`src/design/rgbs_pkg.sv`:
```
// ----------------------------------------------------------------------------
// rgbs_pkg
// Shared sizes, register indexes, kernel constants and helpers of the
// 3x3 RGB sharpening stream.
// ----------------------------------------------------------------------------
package rgbs_pkg;

	localparam int MAX_WIDTH  = 1024;
	localparam int MAX_HEIGHT = 4096;
	localparam int MIN_SIZE   = 3;

	localparam int RESET_WIDTH  = 640;
	localparam int RESET_HEIGHT = 480;

	localparam int CH_W   = 8;
	localparam int NUM_CH = 3;
	localparam int PIX_W  = NUM_CH * CH_W;

	localparam int CFG_W_W    = 11;
	localparam int CFG_H_W    = 13;
	localparam int CFG_DATA_W = 13;
	localparam int CFG_IDX_W  = 1;

	localparam logic [CFG_IDX_W-1:0] CFG_IMAGE_WIDTH  = 1'd0;
	localparam logic [CFG_IDX_W-1:0] CFG_IMAGE_HEIGHT = 1'd1;

	localparam int W_W    = $clog2(MAX_WIDTH + 1);
	localparam int H_W    = $clog2(MAX_HEIGHT + 1);
	localparam int CNT_W  = $clog2(MAX_WIDTH * MAX_HEIGHT + 1);
	localparam int SLOT_W = $clog2(2 * MAX_WIDTH);
	localparam int RING_W = SLOT_W + 1;
	localparam int DEPTH  = 2 * MAX_WIDTH;
	localparam int STEP_W = $clog2(CNT_W + 1);

	localparam int KERNEL_CENTER = 5;
	localparam int CHAN_MAX      = 255;
	localparam int SUM_W         = 12;

	localparam int NUM_RD = 4;
	localparam int RD_C   = 0;
	localparam int RD_U   = 1;
	localparam int RD_L   = 2;
	localparam int RD_R   = 3;

	typedef struct packed {
		logic busy;
		logic done;
	} mod_status_t;

	function automatic logic [W_W-1:0] clamp_width(input logic [CFG_W_W-1:0] v);
		int x;
		x = int'(v);
		if (x < MIN_SIZE) begin
			x = MIN_SIZE;
		end else if (x > MAX_WIDTH) begin
			x = MAX_WIDTH;
		end
		return W_W'(x);
	endfunction

	function automatic logic [H_W-1:0] clamp_height(input logic [CFG_H_W-1:0] v);
		int x;
		x = int'(v);
		if (x < MIN_SIZE) begin
			x = MIN_SIZE;
		end else if (x > MAX_HEIGHT) begin
			x = MAX_HEIGHT;
		end
		return H_W'(x);
	endfunction

endpackage

```
`src/design/rgbs_mod.sv`:
```
// ----------------------------------------------------------------------------
// rgbs_mod
// Restoring remainder unit, one dividend bit per cycle; rebuilds a ring
// slot from a pixel count after the image width or height is written.
// ----------------------------------------------------------------------------
module rgbs_mod (
	input  logic                        clk,
	input  logic                        arst_n,
	input  logic                        start,
	input  logic [rgbs_pkg::CNT_W-1:0]  dividend,
	input  logic [rgbs_pkg::RING_W-1:0] divisor,
	output rgbs_pkg::mod_status_t       status,
	output logic [rgbs_pkg::RING_W-1:0] remainder
);

	logic [rgbs_pkg::CNT_W-1:0]  shift_q;
	logic [rgbs_pkg::RING_W-1:0] rem_q;
	logic [rgbs_pkg::STEP_W-1:0] step_q;
	logic                        busy_q;
	logic                        done_q;
	logic [rgbs_pkg::RING_W:0]   trial;
	logic [rgbs_pkg::RING_W:0]   reduced;

	always_comb begin
		trial   = {rem_q, shift_q[rgbs_pkg::CNT_W-1]};
		reduced = (trial >= {1'b0, divisor}) ? (trial - {1'b0, divisor}) : trial;
	end

	always_ff @(posedge clk or negedge arst_n) begin
		if (!arst_n) begin
			busy_q <= 1'b0;
			done_q <= 1'b0;
			step_q <= '0;
		end else if (start) begin
			busy_q <= 1'b1;
			done_q <= 1'b0;
			step_q <= rgbs_pkg::STEP_W'(rgbs_pkg::CNT_W);
		end else if (busy_q && !done_q) begin
			step_q <= step_q - 1'b1;
			if (step_q == rgbs_pkg::STEP_W'(1)) begin
				done_q <= 1'b1;
			end
		end else if (done_q) begin
			done_q <= 1'b0;
			busy_q <= 1'b0;
		end
	end

	always_ff @(posedge clk) begin
		if (start) begin
			shift_q <= dividend;
			rem_q   <= '0;
		end else if (busy_q && !done_q) begin
			shift_q <= shift_q << 1;
			rem_q   <= reduced[rgbs_pkg::RING_W-1:0];
		end
	end

	assign status.busy = busy_q;
	assign status.done = done_q;
	assign remainder   = rem_q;

endmodule

```
`config.mk`:
```
export PLATFORM = sky130hd
export DESIGN_NAME = rgbs_mod
export DESIGN_NICKNAME = d
export VERILOG_FILES = /design/src/design/rgbs_pkg.sv /design/src/design/rgbs_mod.sv
export SDC_FILE = /design/constraint.sdc
export NUM_CORES = 1
export LEC_CHECK = 0
export BUFFER_PORTS_ARGS = -buffer_cell sky130_fd_sc_hd__buf_4
export CAP_MARGIN = 15
export CORE_MARGIN = 3
export CORE_UTILIZATION = 30
export CTS_CLUSTER_SIZE = 12
export DETAILED_ROUTE_END_ITERATION = 6
export PLACE_DENSITY_LB_ADDON = 0.1
export SYNTH_ARGS = -nofsm -noshare
export SYNTH_HDL_FRONTEND = slang
export SYNTH_SLANG_ARGS = --single-unit
```
`constraint.sdc`:
```
create_clock -name clk -period 3.7 [get_ports clk]
set_input_delay 0.74 -clock clk [delete_from_list [all_inputs] [get_ports clk]]
set_output_delay 0.74 -clock clk [all_outputs]
set_load 0.02 [all_outputs]
```
==> flow_summary.toml <==
[outcome]
status = "finished clean"

[synthesis]
muxShareOfSynthArea = 0.1412
synth_xor_area_frac = 0.04330
synth-simple-area-share = 0.09948
synth-compound-area-share = 0.1294
ys_seq_area_frac = 0.4557
synth_cells = 211
synth_edf_count = 23
netlist_area_mm2 = 0.002427
synth_ff_type = "edfxtp_1"
synth_cell_types = 50
yosys_warnings = 0
yosys.area_share.adder = 0.08041
synth_top_family_by_area = "multiplexers"
yosys_register_bits = 42
async_flop_share = 0.1667
syn_area_per_cell_um2 = 11.50
synthesis.nets = 264

[cells_and_area]
final_util = 0.3822
fin_nets = 315
syn2layout_area_growth_pct = 22.94
seq_area_mm2 = 0.001106
n_antenna_cell = 0
drive_gt1_frac = 0.3612
multiInputGateArea_mm2 = 0.001199
fillers = 792
postLayoutCellArea_mm2 = 0.002984
stdcell_count = 365

[worst_setup_path]
cp_common_cell = "a211oi_2"
rr_endpoint = "remainder[10]"
slowest_delay_ns = 0.71
worstPathCellList = "buf_4 > inv_1 > ha_1 > o211a_1 > o31a_4 > a211oi_2 > o31ai_4 > mux2_4 > a211oi_2"
rr_startpoint = "shift_q[22]"
crit_family = "compound AO/OA/AOI/OAI gates"
cp.required_ns = 3.92
cp_slowest_cell = "o31ai_4"
start_kind = "primary input"
crit_buf_inv = 2
worst-path-max-fanout = 16
r2r_cells = 10
end_kind = "register"
r2r_slack_ns = 1.16
critPathArrivalTime_ns = 2.88
setup.worst_path.class = "primary input to register"

[place]
dp_cells = 357
placed_area_mm2 = 0.002890
port_buffers = 51
gp_congestion = 0.7947
place_hpwl_um = 3740

[power]
peakVddDrop_mv = 0.1594
p_leak_nw = 1.281
powerDensity_mw_per_mm2 = 527.3

[clock_tree]
cts_buffers = 5
cts_tree = "done"
cts.sinks = 42
clk_pin_slew_ns = 0.09
insertion_delay_ns = 0.30
post_cts_resized = 0
post_cts_buffers = 0
ctsHtreeMaxLevel = 2
cts-root-buf = "clkbuf_8"
hold_buffers = 0
clockBufferDepth = 2

[timing]
fin_crit_ns = 2.665
holdWs_ns = 0.2393
final_hold_viol_count = 0
tightest_slew_ns = 0.8097
timing.fmax_ghz = 0.3752
slew_headroom = 0.4602
rsz0062_at_grt = "false"
fin_setup_tns_ns = 0
setup_violations = 0
finClkSkew_ns = 0.007519
period_share = 0.7203
slew_violations = 0

[global_routing]
grt_max_degree = 36
grt_use_total = 0.1154
globalRoute.totalOverflow = 0
grt_pass1_vias = 1659
grt_pass1_wl_um = 8121
antenna_found_initial = 0

[drt]
initialDrtViolationCount = 55
antenna_left = 0
viasPerCell = 4.701
wl_per_cell_um = 13.86
wirelength_um = 5059
drtPass1Iterations = 4
vias = 1716
drcViolationCount = 0

[floorplan]
dieArea_mm2 = 0.009206
die_y_um = 95.95
die_x_um = 95.95
ioPinCount = 52
floorplan.rows = 32
initial_utilization = 0.3109
core_mm2 = 0.007807

[hold_path]
hold_path_class = "primary input to async pin"

[flow_run]
cap_violations = 0
==> worst register-to-register path: stages (launching register included) <==
cell	delay [ns]
edfxtp_1	0.36
inv_1	0.10
ha_1	0.18
inv_1	0.05
fa_1	0.39
a21o_2	0.25
a221oi_1	0.40
a21oi_1	0.19
a31oi_1	0.30
or4b_1	0.17
nand3_1	0.05
==> flip-flops by register name (all words and copies together), names as in the netlist <==
name and count:
shift_q 23, remainder 12, step_q 5, busy_q 1, done_q 1
==> cell type report <==
type | count | share of cell area
clock buffers | 5 | 0.02306
clock inverters | 3 | 0.008386
well taps | 102 | 0.04277
repair buffers | 52 | 0.1308
multi-input cells | 143 | 0.4017
flip-flops and latches | 42 | 0.3706
inverters | 18 | 0.02264
==> how the worst max path moves through the flow <==
| stage | from | endpoint | slack [ns] | cells past startpoint |
|---|---|---|---|---|
| after global routing | divisor[1] | remainder[10] | 0.89 | 9 |
| final | divisor[2] | remainder[0] | 1.03 | 9 |
| after detailed placement | divisor[2] | remainder[0] | 0.71 | 9 |
| after CTS | divisor[2] | remainder[0] | 1.01 | 9 |
| after floorplan | divisor[0] | remainder[10] | 1.19 | 9 |
| after global placement | divisor[2] | remainder[0] | 0.73 | 9 |
==> cells by family after synthesis <==
kind of cell | Yosys count
and+or+nand+nor | 46
DFF | 42
AOI/OAI and AO/OA | 39
muxes | 31
buffers and inverters | 26
adders and majority gates | 15
xor gates and xnor gates | 12
==> synthesized netlist by cell type (all sizes together) (2+ instances only) <==
cell type	instances	area share
nor2	11	0.018
o21a	3	0.0093
nand3	3	0.0062
buf	3	0.011
dfrtp	7	0.072
edfxtp	23	0.28
dfxtp	12	0.099
or3	4	0.010
mux2i	8	0.033
nor4	2	0.0052
a21oi	5	0.010
nand2	10	0.015
a211oi	5	0.020
inv	18	0.028
o21ai	8	0.016
o22ai	2	0.0052
clkbuf	5	0.012
a211o	2	0.0072
nand4	2	0.0052
nand2b	6	0.015
mux2	23	0.11
ha	14	0.072
xor2	3	0.011
xnor2	9	0.032
a21o	4	0.013
==> report_power, final <==
group / leakage [nW] / internal (mW) / switching [mW]
registers: 0.418 / 0.565 / 0.0571
clock network: 0.0447 / 0.136 / 0.175
logic: 0.818 / 0.317 / 0.323
==> metal layers <==
| metal | track usage | vias to the layer above | wire (um) |
|---|---|---|---|
| met5 | 0 | - | 0 |
| met4 | 0.03199 | 0 | 39 |
| met3 | 0.02815 | 5 | 204 |
| met2 | 0.1824 | 30 | 2378 |
| met1 | 0.1569 | 809 | 2436 |
| li1 | - | 872 | - |
==> per-stage QoR <==
step	worst slack, ns	power [mW]
2_1_floorplan	1.191	1.101
3_3_place_gp	0.7267	1.285
3_5_place_dp	0.7107	1.280
4_1_cts	1.008	1.597
5_1_grt	0.8879	1.683
6_report	1.035	1.574
==> layout by cell type (no fill, tap or decap), types with 2 or more instances in the layout <==
master    count
nand3_1       3
dfxtp_1      12
o21a_1        3
a21oi_1       5
nor4_1        2
dfrtp_1       7
a21o_2        2
a211oi_2      2
mux2_2       22
buf_4        52
o21ai_0       8
xnor2_1       9
a211oi_1      3
ha_1         14
or3_1         4
mux2i_1       8
inv_1        18
nand2b_1      6
xor2_1        3
edfxtp_1     23
a21o_1        2
a211o_1       2
nand4_1       2
nor2_1       10
nand2_1      10
clkbuf_8      5
o22ai_1       2
Note: power is estimated with default switching activity, not from simulation.
