## config.mk

```make
export PLATFORM = sky130hd
export DESIGN_NAME = rgbs_lane
export DESIGN_NICKNAME = d
export VERILOG_FILES = /design/src/design/rgbs_pkg.sv /design/src/design/rgbs_lane.sv
export SDC_FILE = /design/constraint.sdc
export NUM_CORES = 1
export LEC_CHECK = 0
export BUFFER_PORTS_ARGS = -buffer_cell sky130_fd_sc_hd__buf_2
export CAP_MARGIN = 40
export CORE_MARGIN = 2
export CORE_UTILIZATION = 56
export DETAILED_ROUTE_END_ITERATION = 7
export PLACE_DENSITY = 0.92
export SYNTH_ARGS = -nofsm -noshare
export SYNTH_HDL_FRONTEND = slang
export SYNTH_SLANG_ARGS = --single-unit
```

## constraint.sdc

```tcl
create_clock -name vclk -period 5.95
set_clock_uncertainty 0.2 [all_clocks]
set_input_delay 0.2975 -clock vclk [all_inputs]
set_output_delay 0.2975 -clock vclk [all_outputs]
set_load 0.03 [all_outputs]
```

## src/design/rgbs_pkg.sv

```systemverilog
// ----------------------------------------------------------------------------
// rgbs_pkg
// Shared sizes, register indexes, kernel constants and helpers of the
// 3x3 RGB sharpening stream.
// ----------------------------------------------------------------------------
package rgbs_pkg;

	localparam int MAX_WIDTH  = 1024;
	localparam int MAX_HEIGHT = 4096;
	localparam int MIN_SIZE   = 3;

	localparam int RESET_WIDTH  = 640;
	localparam int RESET_HEIGHT = 480;

	localparam int CH_W   = 8;
	localparam int NUM_CH = 3;
	localparam int PIX_W  = NUM_CH * CH_W;

	localparam int CFG_W_W    = 11;
	localparam int CFG_H_W    = 13;
	localparam int CFG_DATA_W = 13;
	localparam int CFG_IDX_W  = 1;

	localparam logic [CFG_IDX_W-1:0] CFG_IMAGE_WIDTH  = 1'd0;
	localparam logic [CFG_IDX_W-1:0] CFG_IMAGE_HEIGHT = 1'd1;

	localparam int W_W    = $clog2(MAX_WIDTH + 1);
	localparam int H_W    = $clog2(MAX_HEIGHT + 1);
	localparam int CNT_W  = $clog2(MAX_WIDTH * MAX_HEIGHT + 1);
	localparam int SLOT_W = $clog2(2 * MAX_WIDTH);
	localparam int RING_W = SLOT_W + 1;
	localparam int DEPTH  = 2 * MAX_WIDTH;
	localparam int STEP_W = $clog2(CNT_W + 1);

	localparam int KERNEL_CENTER = 5;
	localparam int CHAN_MAX      = 255;
	localparam int SUM_W         = 12;

	localparam int NUM_RD = 4;
	localparam int RD_C   = 0;
	localparam int RD_U   = 1;
	localparam int RD_L   = 2;
	localparam int RD_R   = 3;

	typedef struct packed {
		logic busy;
		logic done;
	} mod_status_t;

	function automatic logic [W_W-1:0] clamp_width(input logic [CFG_W_W-1:0] v);
		int x;
		x = int'(v);
		if (x < MIN_SIZE) begin
			x = MIN_SIZE;
		end else if (x > MAX_WIDTH) begin
			x = MAX_WIDTH;
		end
		return W_W'(x);
	endfunction

	function automatic logic [H_W-1:0] clamp_height(input logic [CFG_H_W-1:0] v);
		int x;
		x = int'(v);
		if (x < MIN_SIZE) begin
			x = MIN_SIZE;
		end else if (x > MAX_HEIGHT) begin
			x = MAX_HEIGHT;
		end
		return H_W'(x);
	endfunction

endpackage

```

## src/design/rgbs_lane.sv

```systemverilog
// ----------------------------------------------------------------------------
// rgbs_lane
// One colour channel of the cross kernel: 5*centre minus four neighbours,
// clamped to the channel range, or the centre copied at borders and drains.
// ----------------------------------------------------------------------------
module rgbs_lane (
	input  logic                      copy,
	input  logic [rgbs_pkg::CH_W-1:0] center,
	input  logic [rgbs_pkg::CH_W-1:0] up,
	input  logic [rgbs_pkg::CH_W-1:0] down,
	input  logic [rgbs_pkg::CH_W-1:0] left,
	input  logic [rgbs_pkg::CH_W-1:0] right,
	output logic [rgbs_pkg::CH_W-1:0] result
);

	logic [rgbs_pkg::SUM_W-2:0]        pos;
	logic [rgbs_pkg::SUM_W-3:0]        neg;
	logic signed [rgbs_pkg::SUM_W-1:0] sum;
	logic [rgbs_pkg::CH_W-1:0]         clamped;

	always_comb begin
		pos = (rgbs_pkg::SUM_W-1)'(center) * (rgbs_pkg::SUM_W-1)'(rgbs_pkg::KERNEL_CENTER);
		neg = (rgbs_pkg::SUM_W-2)'(up) + (rgbs_pkg::SUM_W-2)'(down)
			+ (rgbs_pkg::SUM_W-2)'(left) + (rgbs_pkg::SUM_W-2)'(right);
		sum = $signed({1'b0, pos}) - $signed({2'b00, neg});
		if (sum <= 0) begin
			clamped = '0;
		end else if (sum >= rgbs_pkg::SUM_W'(rgbs_pkg::CHAN_MAX)) begin
			clamped = rgbs_pkg::CH_W'(rgbs_pkg::CHAN_MAX);
		end else begin
			clamped = sum[rgbs_pkg::CH_W-1:0];
		end
		result = copy ? center : clamped;
	end

endmodule

```

==> out/results.txt, run 1 <==
First-pass GRT wire length: 5561 um
Startpoint types: input pin
Die Height: 59.23 um
Peak VDD IR: 0.2936 mV
Initial antenna violation count: 0
RSZ-0062 raised after global routing: false
Post-CTS Hold Fix Bufs: 0
Worst slew pin tran: 613.8 ps
Vias in the first global route: 1421
Setup ws final: 800.6 ps
Via density: 5.096
Tot Pwr: 931.3 uW
Placed instance area: 1979 sq um
Synth warnings: 0
Dpl cells: 291
Register area: 0 sq um
Most common cell after layout, fill and taps aside: inv_1
Slew HR: 58.94%
Most frequent cell on the critical path: inv_1
Slowest-stage cell, CP: fa_1
IO Port Bufs: 49
Hold Crit Class: in2out
Static leakage: 1.209 nW
Max cap viols: 0
Layout fillers: 257
Required @ worst endpoint: 5450 ps
Synth top area cells: fa_1, inv_1, ha_1
# Post-CTS Setup Buffers: 0
DR pass1 iterations: 4
Routed Antenna Nets: 0
Most frequent cells in the layout: inv_1, buf_2, fa_1, ha_1, nand2_1
Status: completed
Setup tns final: 0 ps
Final Hold Viols: 0
Netlist cell types: 31
PwrDens: 470.5 nW/um^2
Aggregate global-route resource usage: 20.16%
Final HPWL DP: 3012 um
Gpl congestion: 0.8939
Chip Width: 59.23 um
Nets: 354
Worst hold margin: 792.5 ps
Buf/Inv on CP: 7
Crit path time final: 5149 ps
Ports: 49
P&R area growth vs syn: 15.90%
CP max FO: 8
CORE AREA: 2978 sq um
Net count after synthesis: 305
Dpl ws: 820.3 ps
Largest net degree at the start of global routing: 16
Final number of setup-violating endpoints: 0
DRC viols: 0
Row count: 20
Critical path class: in2out
Initial core utilization: 57.35%
Ant. Diodes: 0
Seq cells: 0
Clock buf count: 0
Area leader, netlist: fa_1
Seq/Total Area, Yosys: 0%
Via count: 1483
Syn Inst Count: 211
Fin crit share: 86.54%
Post-route insts no fill: 291
Max frequency: 194.2 MHz
Post-synthesis area per instance: 8.094 sq um
Avg WL per Cell: 11.36 um
Nature of the critical path endpoint: output pin
Final wirelength: 3307 um
Final Max Slew Viols: 0
Share of cells above drive strength 1: 22.09%
Worst path cell trace: buf_2, inv_1, fa_1, inv_1, fa_1, inv_1, fa_1, inv_1, fa_1, inv_1, ha_1, and4_1, a2111oi_2, a2bb2oi_1, xnor2_1, nand2b_1, a32oi_1, buf_2
Critical Path Max Stage Delay: 530 ps
Post-route cell area: 1979 sq um
Yosys top cell area share: 35.16%
Initial DRC Count: 64
Cell Area, Synth: 1708 sq um
Post-cts sizing count: 0
Die area: 3508 sq um
Largest delay share family, worst path: adder cells
Gr ovfl total: 0
Final core utilization: 66.47%
Worst path arrival time: 4650 ps
-- routing by layer --
metal	global-route usage, %	up-vias	routed length, um
met3	0.2183	0	129
li1	-	742	-
met2	42.86	43	1840
met4	0.9740	0	0
met5	0	-	0
met1	22.75	698	1338
-- area by class of cell --
| cell class | instances | area (sq um) | area share, % |
|---|---|---|---|
| inverters | 86 | 322.8 | 16.31 |
| multi-input cells | 123 | 1370 | 69.22 |
| repair buffers | 49 | 245.2 | 12.39 |
| well taps | 33 | 41.29 | 2.086 |
-- cell usage after synthesis (2+ instances only) --
library cell,number
inv_1,86
fa_1,30
ha_1,23
nand2_1,9
a21oi_1,8
o21ai_0,7
a32oi_1,6
xnor2_1,4
a211oi_1,3
a21o_1,3
a31oi_1,3
nand2b_1,3
nor2_1,3
xor2_1,3
a22oi_2,2
and3_1,2
nand4_1,2
-- kinds of logic after synthesis --
logic type	share of synthesized area (%)
buffers and inverters	19.78
AND/OR/NAND/NOR	7.912
XOR/XNOR	3.590
AO/OA/AOI/OAI	16.70
adder cells (fa/ha/maj)	52.02
-- power breakdown --
part	switching (mW)	leakage [nW]	internal (mW)
combinational	0.560	1.21	0.372
clock	0	0	0
sequential	0	0	0
-- final timing paths --
path         to  startpoint  cells past startpoint  slack (ps)
max   result[1]     down[7]                     18         800
min   result[7]   center[7]                      4         790
Note: power is estimated with default switching activity, not from simulation.
==> run 2, diff against run 1 <==
Settings changed: CORE_ASPECT_RATIO set to 1.5, TNS_END_PERCENT set to 30.
==> run 2 against run 1 <==
Global-route usage rose by 1.5 points. Critical path depth did not move. Combinational power about the same. Total power increased by 0.25%. Non-clock buffer count did not move. Via count grew 3.8%. Sequential share of layout area is the same. Utilization rose by 1.7 points. Final cell count up 2.1%.
==> out/results.txt, run 2 (same netlist as run 1, synthesis figures left out) <==
Routed Antenna Nets: 0
Setup ws final: 757.7 ps
Final HPWL DP: 3197 um
Largest delay share family, worst path: adder cells
Slew HR: 63.23%
Die Height: 71.64 um
Clock buf count: 0
Top layer in use: met4
Aggregate global-route resource usage: 21.68%
Static leakage: 1.209 nW
Register area: 0 sq um
Worst slew pin tran: 549.7 ps
Largest net degree at the start of global routing: 16
Most frequent cells in the layout: inv_1, buf_2, fa_1, ha_1, nand2_1
Startpoint types: input pin
Initial antenna violation count: 0
Ports: 49
Most frequent cell on the critical path: inv_1
P&R area growth vs syn: 16.34%
Hold Crit Start: center[3]
Gr ovfl total: 0
RSZ-0062 raised after global routing: false
Ant. Diodes: 0
Peak VDD IR: 0.4371 mV
Worst Setup SP: down[7]
Dpl ws: 763.5 ps
Critical Path Max Stage Delay: 540 ps
IO Port Bufs: 49
Seq cells: 0
Slowest-stage cell, CP: fa_1
DRC viols: 0
Met3 WL post-DR: 227 um
Required @ worst endpoint: 5450 ps
PwrDens: 469.9 nW/um^2
# Post-CTS Setup Buffers: 0
Chip Width: 49.09 um
Final Max Slew Viols: 0
Status: completed
Fin crit share: 87.26%
Nets: 354
Via density: 5.182
Share of cells above drive strength 1: 22.09%
Worst path arrival time: 4690 ps
Initial core utilization: 58.63%
Final Hold Viols: 0
Avg WL per Cell: 12.05 um
Row count: 24
M1 WL: 1214 um
Max frequency: 192.6 MHz
Met2 wire len: 2123 um
Post-cts sizing count: 0
Setup tns final: 0 ps
Initial DRC Count: 22
CORE AREA: 2913 sq um
Vias in the first global route: 1575
Final number of setup-violating endpoints: 0
Critical path class: in2out
Max cap viols: 0
Die area: 3517 sq um
Worst path cell trace: buf_2, inv_1, fa_1, inv_1, fa_1, inv_1, fa_1, inv_1, fa_1, inv_1, ha_1, and4_1, a2111oi_2, a2bb2oi_1, xnor2_1, nand2b_1, a32oi_1, buf_2
Final wirelength: 3580 um
Gpl congestion: 0.9256
Hold Crit Class: in2out
Crit path time final: 5192 ps
First-pass GRT wire length: 6216 um
Nature of the critical path endpoint: output pin
Via count: 1539
CP max FO: 8
Most common cell after layout, fill and taps aside: inv_1
DR pass1 iterations: 4
Post-CTS Hold Fix Bufs: 0
Buf/Inv on CP: 7
Tot Pwr: 933.6 uW
## run 2: cell counts in the layout (fill, tap and decap cells not counted)
No cell type changed its count.
## run 2: path summary, 6_finish.rpt
kind              cells past startpoint  slack, ps   endpoint
hold / removal                        4        800  result[3]
setup / recovery                     18        760  result[7]
## run 2: tightest hold or removal path, cell delays in order
cell and delay (ps):
buf_2 130, nand2_1 60, a32oi_1 40, buf_2 170
## run 2: per-layer routing
metal / vias up / GRT usage [%]
met5: - / 0
met4: 0 / 2.540
met3: 2 / 2.917
met2: 65 / 44.89
met1: 728 / 23.04
li1: 744 / -
## run 2: report_power, final
part           total (mW)  switching (mW)  internal [mW]
Sequential              0               0              0
Combinational       0.934           0.560          0.374
Clock                   0               0              0
Total               0.934           0.560          0.374
## run 2: cell type report
class	instances	area (sq um)
multi-input cells	123	1370
fillers	263	925.9
inverters	86	322.8
repair buffers	49	245.2
well taps	39	48.80
## run 2: metrics by stage
step	instance area, sq um	hold WS, ps	instances	utilization, %
after floorplan	1708	604.6	211	-
after global placement	1987	790.1	297	68.21
after detailed placement	1987	793.5	297	68.21
after CTS	1987	794.1	297	68.21
after global routing	1987	822.0	297	68.21
final	1987	797.5	297	68.21
